<file path="src/rtl/core/palette_scaler_scanout_macros.svh">
// assertion macros for the palette scaler scan-out block
// no dependencies; used by palette_scaler_scanout.sv
`ifndef PALETTE_SCALER_SCANOUT_MACROS_SVH
`define PALETTE_SCALER_SCANOUT_MACROS_SVH

`ifndef SYNTH
// condition that must hold at every clock edge out of reset
`define PSS_ASSERT(lbl, cond, msg) \
  lbl: assert property (@(posedge clk) disable iff (rst) (cond)) else $error(msg);
// condition that must hold in the cycle after the trigger
`define PSS_ASSERT_NEXT(lbl, trig, cond, msg) \
  lbl: assert property (@(posedge clk) disable iff (rst) (trig) |=> (cond)) else $error(msg);
`else
`define PSS_ASSERT(lbl, cond, msg)
`define PSS_ASSERT_NEXT(lbl, trig, cond, msg)
`endif

`endif

</file>
<file path="src/rtl/core/pss_ram.sv">
// generic simple dual-port ram, one write port and one registered read port
// no dependencies
module pss_ram #(
  parameter int WIDTH = 8,
  parameter int DEPTH = 256,
  localparam int AW = (DEPTH > 1) ? $clog2(DEPTH) : 1
) (
  input  logic             clk,
  input  logic             wr_en,
  input  logic [AW-1:0]    wr_addr,
  input  logic [WIDTH-1:0] wr_data,
  input  logic             rd_en,
  input  logic [AW-1:0]    rd_addr,
  output logic [WIDTH-1:0] rd_data
);

  logic [WIDTH-1:0] mem [DEPTH];

  // write port
  always_ff @(posedge clk) begin
    if (wr_en) begin
      mem[wr_addr] <= wr_data;
    end
  end

  // registered read, held while rd_en is low
  always_ff @(posedge clk) begin
    if (rd_en) begin
      rd_data <= mem[rd_addr];
    end
  end

endmodule

</file>
<file path="config.mk">
export PLATFORM = sky130hd
export DESIGN_NAME = pss_ram
export DESIGN_NICKNAME = d
export VERILOG_FILES = /design/src/rtl/core/palette_scaler_scanout_macros.svh /design/src/rtl/core/pss_ram.sv
export SDC_FILE = /design/constraint.sdc
export NUM_CORES = 2
export LEC_CHECK = 0
export BUFFER_PORTS_ARGS = -buffer_cell sky130_fd_sc_hd__buf_2
export CORE_AREA = 4 4 452 454
export DETAILED_ROUTE_END_ITERATION = 7
export DIE_AREA = 0 0 456 458
export HOLD_SLACK_MARGIN = 0.03
export SLEW_MARGIN = 15
export SYNTH_ARGS = -nofsm -noshare
export SYNTH_HDL_FRONTEND = slang
export SYNTH_SLANG_ARGS = --single-unit
</file>
<file path="constraint.sdc">
create_clock -name clk -period 8.2 [get_ports clk]
set_input_delay 1.64 -clock clk [delete_from_list [all_inputs] [get_ports clk]]
set_output_delay 1.64 -clock clk [all_outputs]
set_load 0.005 [all_outputs]
</file>
Word level (Yosys, flattened, before mapping)
Memories as Yosys holds them, arrays and structs flattened. A register that Yosys moved wholly into a read port is not among the register bits. Cells that the tools add are included.

Multiplexer cells: 2.

Operators with widths (count): 2-to-1 mux 1 bit (2).

Register bits after elaboration: 0. Memory bits (writable): 2048. Memories: 1. Output and inout port bits: 8. Bits of input ports: 27.

Memory list: mem (words 256, width 8, rd ports 1, clocked after memory_dff 1, write ports 1, line pss_ram.sv:17) `logic [WIDTH-1:0] mem [DEPTH];`.

Longest topological paths before layout
Depth in word-level cells: 2. Mapped depth: 11. Mapped depth without buffers: 6.

Worst setup path after synthesis
OpenSTA, ideal clock, no wires.

Path kind: in2reg. Start point: input port rd_addr[0]. End point: register rd_data[2], read port of mem (data pin). Cell stages on the path: 9. Arrival time: 3447 ps. Required time: 7931 ps. Setup slack: 4484 ps. Library setup time: 269 ps. Cells stage by stage: buf_6 buf_12 buf_8 buf_2 mux4_2 a22oi_1 a21oi_1 nor4_1 nor4_2.

RTL lines: start: declaration (line pss_ram.sv:13) `input logic [AW-1:0] rd_addr,`; end: declaration (line pss_ram.sv:14) `output logic [WIDTH-1:0] rd_data`.

==> results.cfg <==
[logic_synthesis]
ys_seq_elements = 2056
synth-adder-area-share_pct = 0
synth_edf_count = 2056
yosys.area_share.simple_pct = 2.63
ys_seq_area_share_pct = 77.5
syn_nets = 3760
synth_top_area_share_pct = 77.5
synth_top_area_cell = edfxtp_1
syn_area_um2 = 79600
syn_avg_cell_area_um2 = 21.3
synthCells = 3733
synth_compound_area_share_pct = 3.42
yosysWarnings = 0
synth_cell_type_count = 54
synth.most_common_cell = edfxtp_1
synth_common_cells = edfxtp_1 (2,056), mux4_2 (454), nor2_1 (282)
synth_area_leaders = edfxtp_1 (78%), mux4_2 (13%), mux2i_1 (1.7%)
synth_ff_type = edfxtp_1
synth_top_family_by_area = multiplexers
synthMuxAreaShare_pct = 14.6
async_flop_share_pct = 0
synth_xor_area_share_pct = 0

[worst_setup_path]
rr_endpoint = rd_data[3]
worst-path-buf-inv = 2
required_ns = 8.74
max_stage_delay_ns = 0.99
critical_path_arrival_ns = 5.71
worst_setup_path_end_kind = register
rr_worst_depth = 6
rrSetupSlack_ns = 5.09
cp_slowest_cell = a211oi_1
cp_max_fo = 91
cp_top_family = compound AO/OA/AOI/OAI gates
critPathLaunchType = input pin
crit_type = input pin to register
crit_path_cell_trace = buf_8, buf_12, mux4_2, a22o_1, a221oi_1, o221ai_1, a211oi_1, nor4_1
timing.rr.start = mem[27][3]

[drt]
first_pass_iters = 5
via_count = 38984
drc = 0
post_drt_wl_per_cell_um = 30.5
wl_um = 203000
drt_first_iter_violations = 4578
final_antenna_net_count = 0
drt-vias-per-instance = 5.85

[pwr]
combPwrFrac_pct = 4.7
power-per-cell-area_nw_per_um2 = 245
p_seq_share_pct = 53.0
p_total_mw = 21.9
p_int_mw = 17.3
power_switching_mw = 4.64
swShare_pct = 21.2
power_leakage_nw = 27.2
vdd_drop_max_v = 0.000231
p_clk_share_pct = 42.3

[placed_design]
hpwlAfterDp_um = 120000
placed_area_um2 = 82700
dp.cells = 6285
portBuffers = 34
place_congestion = 0.839

[outcome]
status = complete, no violations

[global_routing]
track_usage_pct = 19.2
grt_pass1_vias = 38686
busiest_layer = met2
grt_max_degree = 177
grt.overflow.total = 0
grt_use_met1_pct = 27.6
met3_usage_pct = 3.39
grt_pass1_wl_um = 292000
antenna_found_initial = 10
met2_usage_pct = 30.0

[clocking]
cts_buffers = 205
cts_hold_buf = 0
cts_resized = 0
clockBufferDepth = 3
cts-root-buf = clkbuf_16
cts_tree = yes
post_cts_buffers = 0
htreeDepth = 4
clkSinkCount = 2056
path_clk_slew_ns = 0.06
clkLatencyLatePin_ns = 0.84

[die]
die_h_um = 458
core_um2 = 200000
fp-row-count = 164
start_util_pct = 39.9
die_w_um = 456
die_area_um2 = 209000
io_pins = 35

[hold_path]
holdPathStages = 6
hp-start = mem[32][5]
worstHoldPathType = register to register
hold_end = rd_data[5]

[sta]
fin_crit_ns = 5.17
timing.fmax_ghz = 0.193
whs_ns = 1.14
fin_crit_sh_pct = 63.1
tns_ns = 0
tightest_slew_ns = 1.21
hold_violations = 0
slew_viol_final = 0
slew_headroom_pct = 18.9
finClkSkew_ns = 0.0400
rsz0062_at_grt = no
setup-violations-final = 0

[final_layout]
design_area_um2 = 89400
area_growth_pct = 12.2
fin_nets = 3864
instances_no_fill = 6669
drive_above_1_share_pct = 22.4
n_fill_cell = 16683

[job]
maxCapViolCount = 0
## power by group through the flow
stage          clock [mW]  combinational [mW]  sequential, mW
2_1_floorplan           0               0.563            11.8
3_3_place_gp            0                1.03            11.8
3_5_place_dp            0                1.04            11.8
4_1_cts              9.39                1.04            11.6
5_1_grt              9.88                1.09            11.6
6_report             9.26                1.04            11.6
## per-layer routing
layer / wire length, µm / vias up
met4: 6560 / 0
met5: 0 / -
met3: 15200 / 321
li1: - / 15947
met2: 96700 / 1721
met1: 84800 / 20995
## cell type report
type	count	area (µm²)	share of cell area (%)
inverter	2	7.51	0.00840
tap	2656	3320	3.72
multi-input combinational	1442	16600	18.5
antenna	4	10.0	0.0112
clock inverter	120	1200	1.34
sequential	2056	61700	69.1
timing repair buffer	130	1130	1.26
clock buffer	259	5420	6.06
## cell families (layout without fill, tap and decap cells)
logic type / after synthesis / after routing
compound gates: 385 / 385
buf+inv: 235 / 511
flops: 2056 / 2056
mux: 591 / 591
other cells: 0 / 4
simple gates: 466 / 466
## worst reg2reg max path: stages (launching register included)
cell      delay (ns)
edfxtp_1        0.37
mux4_2          0.47
a22o_1          0.26
a221oi_1        0.40
o221ai_1        0.25
a211oi_1        0.99
nor4_1          0.10
## per-stage QoR
stage          util, %  setup WS, ns
3_5_place_dp      41.4          2.18
2_1_floorplan        -          4.48
4_1_cts           44.7          3.09
5_1_grt           44.8          2.93
6_report          44.8          3.03
3_3_place_gp      41.4          1.73
## cells in the final DEF, fill, tap and decap left out, types with 4 or more instances in the layout
cell | netlist | layout
or2_2 | 4 | 4
buf_2 | 31 | 22
nand2b_1 | 8 | 8
a211oi_1 | 16 | 16
buf_8 | 13 | 10
bufinv_16 | 0 | 21
clkinv_1 | 1 | 45
and2_1 | 6 | 6
mux2i_1 | 134 | 134
nor2_1 | 282 | 278
a21oi_1 | 96 | 96
a22o_1 | 8 | 8
o221ai_1 | 46 | 46
clkinv_2 | 0 | 39
nand3_1 | 34 | 34
a22oi_1 | 133 | 133
o22ai_1 | 28 | 28
inv_6 | 0 | 7
o32ai_1 | 4 | 4
buf_12 | 8 | 9
edfxtp_1 | 2056 | 2056
nand2_1 | 33 | 33
buf_4 | 27 | 88
nor2b_1 | 31 | 28
nor3_1 | 22 | 22
diode_2 | 0 | 4
mux4_2 | 454 | 454
o21ai_0 | 10 | 10
clkbuf_16 | 0 | 209
nand4_1 | 10 | 10
o211ai_1 | 10 | 10
clkbuf_1 | 111 | 50
o22a_1 | 5 | 5
nor4_2 | 3 | 13
a221oi_1 | 13 | 13
nor4_1 | 24 | 14
## sequential cells by signal (all words and copies together), names as in the netlist
signal / flops
mem: 2048
rd_data: 8
## worst max-delay path by stage
stage / from / endpoint / slack, ns / depth (start not counted)
detailed placement: rd_addr[0] / rd_data[3] / 2.18 / 8
CTS: rd_addr[0] / rd_data[3] / 3.09 / 8
global placement: rd_addr[0] / rd_data[3] / 1.73 / 9
finish: rd_addr[0] / rd_data[3] / 3.03 / 8
global route: rd_addr[0] / rd_data[5] / 2.93 / 8
floorplan: rd_addr[0] / rd_data[2] / 4.48 / 9
Note: power is estimated with default switching activity, not from simulation.
